File: src/rtl/core/acep_pkg.sv
// shared types, constants and codes for the escape sequence parser
`default_nettype none

package acep_pkg;

  // sizes
  localparam int MAX_PARAMS_DEF = 16;
  localparam int RESULT_LIMIT   = 16;
  localparam int CODE_W         = 16;
  localparam int CMD_W          = 4;
  localparam int ARG_W          = 17;

  // character codes
  localparam logic [CODE_W-1:0] CH_ESC      = 16'h001B;
  localparam logic [CODE_W-1:0] CH_SPACE    = 16'h0020;
  localparam logic [CODE_W-1:0] CH_DEL      = 16'h007F;
  localparam logic [CODE_W-1:0] CH_LBRACKET = 16'h005B;
  localparam logic [CODE_W-1:0] CH_SAVE     = 16'h0037;
  localparam logic [CODE_W-1:0] CH_RESTORE  = 16'h0038;
  localparam logic [CODE_W-1:0] CH_SEMI     = 16'h003B;
  localparam logic [CODE_W-1:0] CH_DIGIT_LO = 16'h0030;
  localparam logic [CODE_W-1:0] CH_DIGIT_HI = 16'h0039;
  localparam logic [CODE_W-1:0] CH_FINAL_LO = 16'h0040;
  localparam logic [CODE_W-1:0] CH_FINAL_HI = 16'h007E;

  // final bytes
  localparam logic [CODE_W-1:0] FIN_CUU = 16'h0041;
  localparam logic [CODE_W-1:0] FIN_CUD = 16'h0042;
  localparam logic [CODE_W-1:0] FIN_CUF = 16'h0043;
  localparam logic [CODE_W-1:0] FIN_CUB = 16'h0044;
  localparam logic [CODE_W-1:0] FIN_CHA = 16'h0047;
  localparam logic [CODE_W-1:0] FIN_CUP = 16'h0048;
  localparam logic [CODE_W-1:0] FIN_ED  = 16'h004A;
  localparam logic [CODE_W-1:0] FIN_EL  = 16'h004B;
  localparam logic [CODE_W-1:0] FIN_SU  = 16'h0053;
  localparam logic [CODE_W-1:0] FIN_SD  = 16'h0054;
  localparam logic [CODE_W-1:0] FIN_VPA = 16'h0064;
  localparam logic [CODE_W-1:0] FIN_HVP = 16'h0066;
  localparam logic [CODE_W-1:0] FIN_SGR = 16'h006D;
  localparam logic [CODE_W-1:0] FIN_SCP = 16'h0073;
  localparam logic [CODE_W-1:0] FIN_RCP = 16'h0075;

  // result command codes
  typedef enum logic [CMD_W-1:0] {
    CMD_PRINT         = 4'd0,
    CMD_CONTROL       = 4'd1,
    CMD_SAVE          = 4'd2,
    CMD_RESTORE       = 4'd3,
    CMD_MOVE          = 4'd4,
    CMD_COLUMN        = 4'd5,
    CMD_ROW           = 4'd6,
    CMD_POSITION      = 4'd7,
    CMD_ERASE_DISPLAY = 4'd8,
    CMD_ERASE_LINE    = 4'd9,
    CMD_SGR           = 4'd10,
    CMD_SCROLL        = 4'd11
  } cmd_t;

  // controller states
  typedef enum logic [2:0] {
    ST_GROUND,
    ST_ESCAPE,
    ST_CSI,
    ST_SGR_RD,
    ST_SGR_OUT
  } state_t;

  // output register source select
  typedef enum logic [2:0] {
    OSEL_TEXT,
    OSEL_SAVE,
    OSEL_RESTORE,
    OSEL_DISPATCH,
    OSEL_SGR
  } osel_t;

  // controller to datapath
  typedef struct packed {
    logic  acc_digit;
    logic  push;
    logic  clear;
    logic  out_load;
    osel_t out_sel;
    logic  sgr_start;
    logic  sgr_next;
  } ctl_cmd_t;

  // datapath to controller
  typedef struct packed {
    logic code_zero;
    logic is_esc;
    logic is_lbracket;
    logic is_save;
    logic is_restore;
    logic is_digit;
    logic is_semi;
    logic is_final;
    logic final_sgr;
    logic final_known;
    logic out_free;
    logic sgr_last;
  } dp_sts_t;

endpackage

`default_nettype wire

File: src/rtl/core/acep_if.sv
// valid/ready channel interfaces for input code words and result words
`default_nettype none

interface acep_in_if;
  logic                        valid;
  logic                        ready;
  logic [acep_pkg::CODE_W-1:0] code;

  modport source (output valid, output code, input ready);
  modport sink   (input valid, input code, output ready);
endinterface

interface acep_out_if;
  logic                              valid;
  logic                              ready;
  logic        [acep_pkg::CMD_W-1:0] cmd;
  logic signed [acep_pkg::ARG_W-1:0] arg_a;
  logic signed [acep_pkg::ARG_W-1:0] arg_b;
  logic                              last;

  modport source (output valid, output cmd, output arg_a, output arg_b, output last,
                  input ready);
  modport sink   (input valid, input cmd, input arg_a, input arg_b, input last,
                  output ready);
endinterface

`default_nettype wire

File: src/rtl/core/ansi_csi_escape_parser.sv
// Escape sequence parser: one 16-bit code word in, command words out.
// A result is in the output register in the cycle after its code word is taken;
// the first SGR word is read from the store in SGR_RD, then loaded in SGR_OUT once the output is free.
// Throughput: one code word per cycle while results are drained; an SGR final byte
// emits one word per stored parameter, up to RESULT_LIMIT (store read, then load).
// Reset: synchronous active-low rst_n returns to ground mode and empties the output
// register; the parameter store needs no clearing.
`default_nettype none

module ansi_csi_escape_parser #(
  parameter int MAX_PARAMS = acep_pkg::MAX_PARAMS_DEF
) (
  input wire logic   clk,
  input wire logic   rst_n,
  acep_in_if.sink    in_ch,
  acep_out_if.source out_ch
);

  acep_pkg::ctl_cmd_t ctl;
  acep_pkg::dp_sts_t  sts;

  // sequencing
  acep_ctrl u_ctrl (
    .clk      (clk),
    .rst_n    (rst_n),
    .in_valid (in_ch.valid),
    .in_ready (in_ch.ready),
    .sts      (sts),
    .ctl      (ctl)
  );

  // decode, parameter store and output register
  acep_dp #(
    .MAX_PARAMS (MAX_PARAMS)
  ) u_dp (
    .clk       (clk),
    .rst_n     (rst_n),
    .in_code   (in_ch.code),
    .out_ready (out_ch.ready),
    .ctl       (ctl),
    .sts       (sts),
    .out_valid (out_ch.valid),
    .out_cmd   (out_ch.cmd),
    .out_arg_a (out_ch.arg_a),
    .out_arg_b (out_ch.arg_b),
    .out_last  (out_ch.last)
  );

endmodule

`default_nettype wire

File: src/rtl/core/acep_dp.sv
// parser datapath: code decode, number accumulator, parameter store, output register
`default_nettype none

module acep_dp #(
  parameter int MAX_PARAMS = acep_pkg::MAX_PARAMS_DEF
) (
  input  wire logic                              clk,
  input  wire logic                              rst_n,
  input  wire logic        [acep_pkg::CODE_W-1:0] in_code,
  input  wire logic                              out_ready,
  input  wire acep_pkg::ctl_cmd_t                ctl,
  output acep_pkg::dp_sts_t                      sts,
  output logic                                   out_valid,
  output logic             [acep_pkg::CMD_W-1:0] out_cmd,
  output logic signed      [acep_pkg::ARG_W-1:0] out_arg_a,
  output logic signed      [acep_pkg::ARG_W-1:0] out_arg_b,
  output logic                                   out_last
);

  localparam int CNT_W = $clog2(MAX_PARAMS + 1);
  localparam int AW    = $clog2(MAX_PARAMS);
  localparam int LIM_C = (MAX_PARAMS < acep_pkg::RESULT_LIMIT) ? MAX_PARAMS
                                                                 : acep_pkg::RESULT_LIMIT;
  localparam int ARG_W = acep_pkg::ARG_W;

  logic [15:0]      acc_r;
  logic [CNT_W-1:0] cnt_r;
  logic [15:0]      p0_r;
  logic [15:0]      p1_r;
  logic [AW-1:0]    idx_r;
  logic [15:0]      rd_data_r;
  logic [15:0]      mem [MAX_PARAMS];

  logic                    out_valid_r;
  acep_pkg::cmd_t          out_cmd_r;
  logic signed [ARG_W-1:0] out_arg_a_r;
  logic signed [ARG_W-1:0] out_arg_b_r;
  logic                    out_last_r;

  acep_pkg::cmd_t          out_cmd_nxt;
  logic signed [ARG_W-1:0] out_arg_a_nxt;
  logic signed [ARG_W-1:0] out_arg_b_nxt;
  logic                    out_last_nxt;

  logic [19:0]      acc_prod;
  logic [15:0]      acc_dig;
  logic             cnt_room;
  logic [CNT_W-1:0] lim;
  logic [15:0]      p0_eff;
  logic [15:0]      p1_eff;
  logic [15:0]      first_u;
  logic [15:0]      second_u;
  logic signed [ARG_W-1:0] first_s;
  logic signed [ARG_W-1:0] second_s;
  logic signed [ARG_W-1:0] raw_s;
  acep_pkg::cmd_t          disp_cmd;
  logic signed [ARG_W-1:0] disp_a;
  logic signed [ARG_W-1:0] disp_b;

  // code classification
  always_comb begin
    sts.code_zero   = (in_code == '0);
    sts.is_esc      = (in_code == acep_pkg::CH_ESC);
    sts.is_lbracket = (in_code == acep_pkg::CH_LBRACKET);
    sts.is_save     = (in_code == acep_pkg::CH_SAVE);
    sts.is_restore  = (in_code == acep_pkg::CH_RESTORE);
    sts.is_digit    = (in_code >= acep_pkg::CH_DIGIT_LO) && (in_code <= acep_pkg::CH_DIGIT_HI);
    sts.is_semi     = (in_code == acep_pkg::CH_SEMI);
    sts.is_final    = (in_code >= acep_pkg::CH_FINAL_LO) && (in_code <= acep_pkg::CH_FINAL_HI);
    sts.final_sgr   = (in_code == acep_pkg::FIN_SGR);
    sts.final_known = (in_code == acep_pkg::FIN_CUU) || (in_code == acep_pkg::FIN_CUD) ||
                      (in_code == acep_pkg::FIN_CUF) || (in_code == acep_pkg::FIN_CUB) ||
                      (in_code == acep_pkg::FIN_CHA) || (in_code == acep_pkg::FIN_VPA) ||
                      (in_code == acep_pkg::FIN_CUP) || (in_code == acep_pkg::FIN_HVP) ||
                      (in_code == acep_pkg::FIN_ED)  || (in_code == acep_pkg::FIN_EL)  ||
                      (in_code == acep_pkg::FIN_SU)  || (in_code == acep_pkg::FIN_SD)  ||
                      (in_code == acep_pkg::FIN_SCP) || (in_code == acep_pkg::FIN_RCP);
    sts.out_free    = !out_valid_r || out_ready;
    sts.sgr_last    = ((CNT_W'(idx_r) + CNT_W'(1)) == lim);
  end

  // decimal accumulate, saturating at 16 bits; digit value is the low nibble
  assign acc_prod = {1'b0, acc_r, 3'b000} + {3'b000, acc_r, 1'b0} + {16'h0000, in_code[3:0]};
  assign acc_dig  = (|acc_prod[19:16]) ? 16'hFFFF : acc_prod[15:0];
  assign cnt_room = (cnt_r < CNT_W'(MAX_PARAMS));
  assign lim      = (cnt_r > CNT_W'(LIM_C)) ? CNT_W'(LIM_C) : cnt_r;

  // first two parameters as they stand once the pending number is pushed
  always_comb begin
    p0_eff   = (cnt_r == '0) ? acc_r : p0_r;
    p1_eff   = (cnt_r == CNT_W'(1)) ? acc_r : p1_r;
    first_u  = (p0_eff == '0) ? 16'd1 : p0_eff;
    second_u = ((cnt_r != '0) && (p1_eff != '0)) ? p1_eff : 16'd1;
    first_s  = signed'({1'b0, first_u});
    second_s = signed'({1'b0, second_u});
    raw_s    = signed'({1'b0, p0_eff});
  end

  // single-result final byte dispatch
  always_comb begin
    disp_cmd = acep_pkg::CMD_SAVE;
    disp_a   = '0;
    disp_b   = '0;
    unique case (in_code)
      acep_pkg::FIN_CUU: begin disp_cmd = acep_pkg::CMD_MOVE; disp_b = -first_s; end
      acep_pkg::FIN_CUD: begin disp_cmd = acep_pkg::CMD_MOVE; disp_b = first_s; end
      acep_pkg::FIN_CUF: begin disp_cmd = acep_pkg::CMD_MOVE; disp_a = first_s; end
      acep_pkg::FIN_CUB: begin disp_cmd = acep_pkg::CMD_MOVE; disp_a = -first_s; end
      acep_pkg::FIN_CHA: begin disp_cmd = acep_pkg::CMD_COLUMN; disp_a = first_s; end
      acep_pkg::FIN_VPA: begin disp_cmd = acep_pkg::CMD_ROW; disp_a = first_s; end
      acep_pkg::FIN_CUP, acep_pkg::FIN_HVP: begin
        disp_cmd = acep_pkg::CMD_POSITION;
        disp_a   = first_s;
        disp_b   = second_s;
      end
      acep_pkg::FIN_ED: begin disp_cmd = acep_pkg::CMD_ERASE_DISPLAY; disp_a = raw_s; end
      acep_pkg::FIN_EL: begin disp_cmd = acep_pkg::CMD_ERASE_LINE; disp_a = raw_s; end
      acep_pkg::FIN_SU: begin disp_cmd = acep_pkg::CMD_SCROLL; disp_a = first_s; end
      acep_pkg::FIN_SD: begin disp_cmd = acep_pkg::CMD_SCROLL; disp_a = -first_s; end
      acep_pkg::FIN_SCP: disp_cmd = acep_pkg::CMD_SAVE;
      acep_pkg::FIN_RCP: disp_cmd = acep_pkg::CMD_RESTORE;
      default: disp_cmd = acep_pkg::CMD_SAVE;
    endcase
  end

  // output word source select
  always_comb begin
    out_cmd_nxt   = acep_pkg::CMD_SAVE;
    out_arg_a_nxt = '0;
    out_arg_b_nxt = '0;
    out_last_nxt  = 1'b1;
    unique case (ctl.out_sel)
      acep_pkg::OSEL_TEXT: begin
        out_cmd_nxt   = ((in_code < acep_pkg::CH_SPACE) || (in_code == acep_pkg::CH_DEL))
                        ? acep_pkg::CMD_CONTROL : acep_pkg::CMD_PRINT;
        out_arg_a_nxt = signed'({1'b0, in_code});
      end
      acep_pkg::OSEL_SAVE:    out_cmd_nxt = acep_pkg::CMD_SAVE;
      acep_pkg::OSEL_RESTORE: out_cmd_nxt = acep_pkg::CMD_RESTORE;
      acep_pkg::OSEL_DISPATCH: begin
        out_cmd_nxt   = disp_cmd;
        out_arg_a_nxt = disp_a;
        out_arg_b_nxt = disp_b;
      end
      acep_pkg::OSEL_SGR: begin
        out_cmd_nxt   = acep_pkg::CMD_SGR;
        out_arg_a_nxt = signed'({1'b0, rd_data_r});
        out_arg_b_nxt = signed'(ARG_W'(cnt_r));
        out_last_nxt  = sts.sgr_last;
      end
      default: out_cmd_nxt = acep_pkg::CMD_SAVE;
    endcase
  end

  // control registers
  always_ff @(posedge clk) begin
    if (!rst_n) begin
      acc_r       <= '0;
      cnt_r       <= '0;
      idx_r       <= '0;
      out_valid_r <= 1'b0;
    end else begin
      if (ctl.clear) begin
        acc_r <= '0;
        cnt_r <= '0;
      end else if (ctl.push) begin
        acc_r <= '0;
        if (cnt_room) begin
          cnt_r <= cnt_r + CNT_W'(1);
        end
      end else if (ctl.acc_digit) begin
        acc_r <= acc_dig;
      end

      if (ctl.sgr_start) begin
        idx_r <= '0;
      end else if (ctl.sgr_next) begin
        idx_r <= idx_r + AW'(1);
      end

      if (ctl.out_load) begin
        out_valid_r <= 1'b1;
      end else if (out_ready) begin
        out_valid_r <= 1'b0;
      end
    end
  end

  // parameter store and output word
  always_ff @(posedge clk) begin
    if (ctl.push && cnt_room) begin
      mem[cnt_r[AW-1:0]] <= acc_r;
    end
    if (ctl.push && (cnt_r == '0)) begin
      p0_r <= acc_r;
    end
    if (ctl.push && (cnt_r == CNT_W'(1))) begin
      p1_r <= acc_r;
    end
    rd_data_r <= mem[idx_r];
    if (ctl.out_load) begin
      out_cmd_r   <= out_cmd_nxt;
      out_arg_a_r <= out_arg_a_nxt;
      out_arg_b_r <= out_arg_b_nxt;
      out_last_r  <= out_last_nxt;
    end
  end

  assign out_valid = out_valid_r;
  assign out_cmd   = out_cmd_r;
  assign out_arg_a = out_arg_a_r;
  assign out_arg_b = out_arg_b_r;
  assign out_last  = out_last_r;

`ifndef NO_ASSERTIONS
  // parameter count never passes the store depth
  a_cnt_bound: assert property (@(posedge clk) disable iff (!rst_n)
    cnt_r <= CNT_W'(MAX_PARAMS))
    else $error("parameter count beyond store depth");

  // a new word never overwrites one still waiting
  a_no_overwrite: assert property (@(posedge clk) disable iff (!rst_n)
    ctl.out_load |-> (!out_valid_r || out_ready))
    else $error("output word overwritten while pending");
`endif

endmodule

`default_nettype wire

File: src/rtl/core/acep_ctrl.sv
// parser controller: ground, escape and csi modes plus sgr emission sequencing
`default_nettype none

module acep_ctrl (
  input  wire logic              clk,
  input  wire logic              rst_n,
  input  wire logic              in_valid,
  output logic                   in_ready,
  input  wire acep_pkg::dp_sts_t sts,
  output acep_pkg::ctl_cmd_t     ctl
);

  acep_pkg::state_t state_r;
  acep_pkg::state_t state_nxt;
  logic             accepting;
  logic             in_fire;
  logic             take;

  // input side handshake; a word is only taken when the output register can hold a result
  assign accepting = (state_r == acep_pkg::ST_GROUND) || (state_r == acep_pkg::ST_ESCAPE) ||
                     (state_r == acep_pkg::ST_CSI);
  assign in_ready  = accepting && sts.out_free;
  assign in_fire   = in_valid && in_ready;
  assign take      = in_fire && !sts.code_zero;

  // state register
  always_ff @(posedge clk) begin
    if (!rst_n) begin
      state_r <= acep_pkg::ST_GROUND;
    end else begin
      state_r <= state_nxt;
    end
  end

  // next state
  always_comb begin
    state_nxt = state_r;
    unique case (state_r)
      acep_pkg::ST_GROUND: begin
        if (take && sts.is_esc) begin
          state_nxt = acep_pkg::ST_ESCAPE;
        end
      end
      acep_pkg::ST_ESCAPE: begin
        if (take) begin
          state_nxt = sts.is_lbracket ? acep_pkg::ST_CSI : acep_pkg::ST_GROUND;
        end
      end
      acep_pkg::ST_CSI: begin
        if (take && !sts.is_digit && !sts.is_semi) begin
          state_nxt = (sts.is_final && sts.final_sgr) ? acep_pkg::ST_SGR_RD
                                                      : acep_pkg::ST_GROUND;
        end
      end
      acep_pkg::ST_SGR_RD: state_nxt = acep_pkg::ST_SGR_OUT;
      acep_pkg::ST_SGR_OUT: begin
        if (sts.out_free) begin
          state_nxt = sts.sgr_last ? acep_pkg::ST_GROUND : acep_pkg::ST_SGR_RD;
        end
      end
      default: state_nxt = acep_pkg::ST_GROUND;
    endcase
  end

  // datapath commands
  always_comb begin
    ctl.acc_digit = 1'b0;
    ctl.push      = 1'b0;
    ctl.clear     = 1'b0;
    ctl.out_load  = 1'b0;
    ctl.out_sel   = acep_pkg::OSEL_TEXT;
    ctl.sgr_start = 1'b0;
    ctl.sgr_next  = 1'b0;
    unique case (state_r)
      acep_pkg::ST_GROUND: begin
        if (take && !sts.is_esc) begin
          ctl.out_load = 1'b1;
          ctl.out_sel  = acep_pkg::OSEL_TEXT;
        end
      end
      acep_pkg::ST_ESCAPE: begin
        if (take) begin
          if (sts.is_lbracket) begin
            ctl.clear = 1'b1;
          end else if (sts.is_save) begin
            ctl.out_load = 1'b1;
            ctl.out_sel  = acep_pkg::OSEL_SAVE;
          end else if (sts.is_restore) begin
            ctl.out_load = 1'b1;
            ctl.out_sel  = acep_pkg::OSEL_RESTORE;
          end
        end
      end
      acep_pkg::ST_CSI: begin
        if (take) begin
          priority if (sts.is_digit) begin
            ctl.acc_digit = 1'b1;
          end else if (sts.is_semi) begin
            ctl.push = 1'b1;
          end else if (sts.is_final && sts.final_sgr) begin
            // store the pending number, then walk the store
            ctl.push      = 1'b1;
            ctl.sgr_start = 1'b1;
          end else if (sts.is_final && sts.final_known) begin
            // pending number is forwarded into the dispatch word
            ctl.out_load = 1'b1;
            ctl.out_sel  = acep_pkg::OSEL_DISPATCH;
            ctl.clear    = 1'b1;
          end else begin
            ctl.clear = 1'b1;
          end
        end
      end
      acep_pkg::ST_SGR_RD: begin
        ctl.out_sel = acep_pkg::OSEL_SGR;
      end
      acep_pkg::ST_SGR_OUT: begin
        ctl.out_sel = acep_pkg::OSEL_SGR;
        if (sts.out_free) begin
          ctl.out_load = 1'b1;
          if (sts.sgr_last) begin
            ctl.clear = 1'b1;
          end else begin
            ctl.sgr_next = 1'b1;
          end
        end
      end
      default: ctl.out_sel = acep_pkg::OSEL_TEXT;
    endcase
  end

`ifndef NO_ASSERTIONS
  // no input is taken while sgr words are being produced
  a_sgr_blocks_input: assert property (@(posedge clk) disable iff (!rst_n)
    ((state_r == acep_pkg::ST_SGR_RD) || (state_r == acep_pkg::ST_SGR_OUT)) |-> !in_ready)
    else $error("input accepted during sgr emission");

  // sgr final byte starts the store walk
  a_sgr_entry: assert property (@(posedge clk) disable iff (!rst_n)
    ((state_r == acep_pkg::ST_CSI) && take && sts.is_final && sts.final_sgr)
      |=> (state_r == acep_pkg::ST_SGR_RD))
    else $error("sgr final byte did not start emission");

  // the last sgr word returns the parser to ground
  a_sgr_exit: assert property (@(posedge clk) disable iff (!rst_n)
    ((state_r == acep_pkg::ST_SGR_OUT) && sts.out_free && sts.sgr_last)
      |=> (state_r == acep_pkg::ST_GROUND))
    else $error("sgr emission did not end in ground");
`endif

endmodule

`default_nettype wire

File: src/flat_wrapper.sv
// flat-port wrapper written by rule: the top's interface ports become plain ports
module ansi_csi_escape_parser_flat 
#(
  parameter int MAX_PARAMS = acep_pkg::MAX_PARAMS_DEF
)
  (clk, rst_n, in_ch_valid, in_ch_code, in_ch_ready, out_ch_valid, out_ch_cmd, out_ch_arg_a, out_ch_arg_b, out_ch_last, out_ch_ready);
  acep_in_if in_ch_i ();
  acep_out_if out_ch_i ();
  input wire logic clk;
  input wire logic rst_n;
  input wire logic [$bits(in_ch_i.valid)-1:0] in_ch_valid;
  input wire logic [$bits(in_ch_i.code)-1:0] in_ch_code;
  output wire logic [$bits(in_ch_i.ready)-1:0] in_ch_ready;
  output wire logic [$bits(out_ch_i.valid)-1:0] out_ch_valid;
  output wire logic [$bits(out_ch_i.cmd)-1:0] out_ch_cmd;
  output wire logic [$bits(out_ch_i.arg_a)-1:0] out_ch_arg_a;
  output wire logic [$bits(out_ch_i.arg_b)-1:0] out_ch_arg_b;
  output wire logic [$bits(out_ch_i.last)-1:0] out_ch_last;
  input wire logic [$bits(out_ch_i.ready)-1:0] out_ch_ready;
  assign in_ch_i.valid = in_ch_valid;
  assign in_ch_i.code = in_ch_code;
  assign in_ch_ready = in_ch_i.ready;
  assign out_ch_valid = out_ch_i.valid;
  assign out_ch_cmd = out_ch_i.cmd;
  assign out_ch_arg_a = out_ch_i.arg_a;
  assign out_ch_arg_b = out_ch_i.arg_b;
  assign out_ch_last = out_ch_i.last;
  assign out_ch_i.ready = out_ch_ready;
  ansi_csi_escape_parser #(.MAX_PARAMS(MAX_PARAMS)) u_core (.clk(clk), .rst_n(rst_n), .in_ch(in_ch_i), .out_ch(out_ch_i));
endmodule
File: config.mk
export PLATFORM = sky130hd
export DESIGN_NAME = ansi_csi_escape_parser_flat
export DESIGN_NICKNAME = d
export VERILOG_FILES = /design/src/rtl/core/acep_pkg.sv /design/src/rtl/core/acep_if.sv /design/src/rtl/core/ansi_csi_escape_parser.sv /design/src/rtl/core/acep_dp.sv /design/src/rtl/core/acep_ctrl.sv /design/src/flat_wrapper.sv
export SDC_FILE = /design/constraint.sdc
export NUM_CORES = 1
export LEC_CHECK = 0
export BUFFER_PORTS_ARGS = -buffer_cell sky130_fd_sc_hd__buf_2
export CAP_MARGIN = 15
export CORE_ASPECT_RATIO = 1.5
export CORE_MARGIN = 2
export CORE_UTILIZATION = 40
export CTS_BUF_LIST = sky130_fd_sc_hd__clkbuf_8 sky130_fd_sc_hd__clkbuf_16
export DETAILED_ROUTE_END_ITERATION = 8
export PLACE_DENSITY = 0.57
export SLEW_MARGIN = 20
export SYNTH_ARGS = -nofsm -noshare
export SYNTH_HDL_FRONTEND = slang
export SYNTH_SLANG_ARGS = --single-unit
File: constraint.sdc
create_clock -name clk -period 14.2 [get_ports clk]
set_clock_uncertainty 0.15 [all_clocks]
set_input_delay 4.26 -clock clk [delete_from_list [all_inputs] [get_ports clk]]
set_output_delay 4.26 -clock clk [all_outputs]
set_load 0.02 [all_outputs]
==> impl_metrics.tcl <==
set metrics [dict create \
    io_pins 61 \
    overflow 0 \
    viasPerCell 5.77 \
    fp-row-count 92 \
    worstSetupPathType "primary input to output pin" \
    n_fill_cell 3646 \
    ys_seq_area_share_pct 62.9 \
    grt_max_degree 54 \
    p_per_area_nw_per_um2 111 \
    core_um2 42000 \
    finalMaxSlewViolations 0 \
    n_antenna_cell 0 \
    tightestPinTransition_ns 1.07 \
    drc 0 \
    path_clk_slew_ns 0.06 \
    fp.dieH_um 257 \
    multi_input_area_um2 6090 \
    cts_buffers 35 \
    status "completed" \
    post_drt_wl_per_cell_um 24.1 \
    cp.required_ns 9.79 \
    postRouteAntennaNets 0 \
    synth_cells 1126 \
    postRouteWirelength_mm 43.0 \
    ys_top_cells_by_area "edfxtp_1 58%, mux4_2 11%, dfxtp_1 5.3%" \
    synth.yosys.warnings 0 \
    max_freq_mhz 107 \
    firstDrtPassIters 5 \
    r2r_cells 10 \
    finalHoldViolations 0 \
    die_area_um2 44300 \
    vias 10300 \
    post_cts_buffers 0 \
    final_core_util_pct 45.9 \
    clk_latency_ns 0.53 \
    final_common_cell "edfxtp_1" \
    avgSynthCellArea_um2 15.1 \
    fin_crit_sh_pct 66.0 \
    p_leak_nw 7.22 \
    start_util_pct 40.6 \
    yosys.area.top_type "edfxtp_1" \
    layout-drive-gt1-share_pct 22.0 \
    layout_common_cells "327 x edfxtp_1, 80 x mux4_2, 60 x buf_2, 59 x nor2_1, 46 x nand2_1" \
    cts.sinks 372 \
    synthFlopType "edfxtp_1" \
    syn_to_final_growth_pct 13.0 \
    nets 1256 \
    cp-end-kind "output pin" \
    synth_edf_count 327 \
    cp.arrival_ns 4.96 \
    syn-cell-area_um2 17100 \
    relSlewSlack_pct 28.6 \
    synth.distinct_cells 82 \
    track_usage_pct 19.5 \
    antenna_found_initial 0 \
    maxCapViolCount 0 \
    min_period_ns 9.37 \
    grt_pass1_vias 10800 \
    startpoint_type "primary input" \
    hold_buffers 0 \
    gp_congestion 0.891 \
    synth.ff_latch_count 372 \
    ff_latch_area_um2 10700 \
    drtIter0Drc 972 \
    setup_violations 0 \
    r2r_setup_slack_ns 9.75 \
    rsz0062_at_grt "no" \
    htreeDepth 2 \
    hold_class "flop to flop" \
    cp_max_fo 6 \
    port_buffers 60 \
    setup_tns_ns 0 \
    dpl.hpwl_mm 30.3 \
    vdd_drop_max_uv 63.6 \
    die_w_um 173 \
    postCtsResizedCells 0 \
    synth_top_area_share_pct 57.6 \
    syn-num-nets 1185 \
    cts_tree "done" \
    root_buffer "clkbuf_16" \
    grt_pass1_wl_mm 65.9 \
    worstHoldPathCells 2 \
    clk_path_buf_depth 3 \
    async_flop_share_pct 0 \
]
## area by class of cell
| cell class | count | share of cell area (%) |
|---|---|---|
| inverter | 12 | 0.234 |
| multi-input combinational | 679 | 31.6 |
| clock buffer | 38 | 4.82 |
| tap | 564 | 3.66 |
| timing repair buffer | 97 | 3.00 |
| clock inverter | 26 | 1.05 |
| sequential | 372 | 55.6 |
## worst paths after layout
| check | start | end |
|---|---|---|
| worst max register to register | u_core.u_dp.acc_r[1] | u_core.u_dp.acc_r[7] |
| worst min register to register | u_core.u_dp.rd_data_r[13] | u_core.u_dp.out_arg_a[13] |
| worst min-delay path | u_core.u_dp.rd_data_r[13] | u_core.u_dp.out_arg_a[13] |
| worst max-delay path | out_ch_ready | in_ch_ready |
## worst max-delay path, stage by stage
cell,delay (ns)
buf_2,0.10
nor2b_1,0.31
nor2b_1,0.12
buf_2,0.18
## kinds of logic after synthesis
kind of cell	after synthesis	share of synthesized area [%]
muxes	114	12.6
and+or+nand+nor	284	9.08
xor gates and xnor gates	36	1.94
adders and majority gates	39	2.95
DFF	372	62.9
buffers and inverters	75	1.78
AOI/OAI and AO/OA	206	8.81
## per-stage QoR
stage | instances | hold WS, ns | power (mW) | worst slack, ns | cell area (um2)
2_1_floorplan | 1126 | 0.359 | 1.23 | 5.11 | 17100
3_3_place_gp | 1724 | 0.385 | 1.25 | 4.88 | 18100
3_5_place_dp | 1724 | 0.393 | 1.25 | 4.83 | 18100
4_1_cts | 1788 | 0.413 | 2.16 | 4.83 | 19300
5_1_grt | 1788 | 0.462 | 2.21 | 4.73 | 19300
6_report | 1788 | 0.413 | 2.15 | 4.83 | 19300
## Yosys cell counts (6+ instances only)
cell	instances
edfxtp_1	327
mux4_2	80
nor2_1	68
nand2_1	46
dfxtp_1	45
clkbuf_1	40
ha_1	37
a21oi_1	34
mux2i_1	33
o21ai_0	32
nor3_1	26
nand3_1	23
nor4_1	23
xnor2_1	19
a22oi_1	17
xor2_1	16
nand4_1	15
o22ai_1	14
nand2b_1	13
o21a_1	13
buf_1	12
inv_1	12
o221a_1	10
o22a_1	10
buf_2	9
nor2b_1	9
or3_1	9
a211oi_1	7
and2_1	7
and3_1	7
a22o_1	6
o221a_2	6
## registers in the layout (all words and copies together), names as in the netlist
name                   flops
u_core.u_dp.out_valid      1
u_core.u_dp.out_last       1
u_core.u_dp.acc_r         16
u_core.u_dp.p1_r          16
u_core.u_dp.out_arg_b     17
u_core.u_dp.out_cmd        4
u_core.u_dp.cnt_r          5
u_core.u_dp.mem          256
u_core.u_dp.idx_r          4
u_core.u_dp.out_arg_a     17
u_core.u_ctrl.state_r      3
u_core.u_dp.p0_r          16
u_core.u_dp.rd_data_r     16
## power breakdown
group	switching (mW)	total [mW]	internal (mW)
combinational	0.0306	0.0430	0.0123
sequential	0.00129	1.18	1.18
clock	0.395	0.922	0.527
total	0.427	2.15	1.72
## layer usage
metal / vias to the layer above / GRT usage [%] / wire, um
li1: 4705 / - / -
met1: 5207 / 22.4 / 16600
met2: 313 / 36.2 / 23000
met3: 94 / 2.39 / 1580
met4: 0 / 8.38 / 1800
met5: - / 0 / 0
Note: power is estimated with default switching activity, not from simulation.
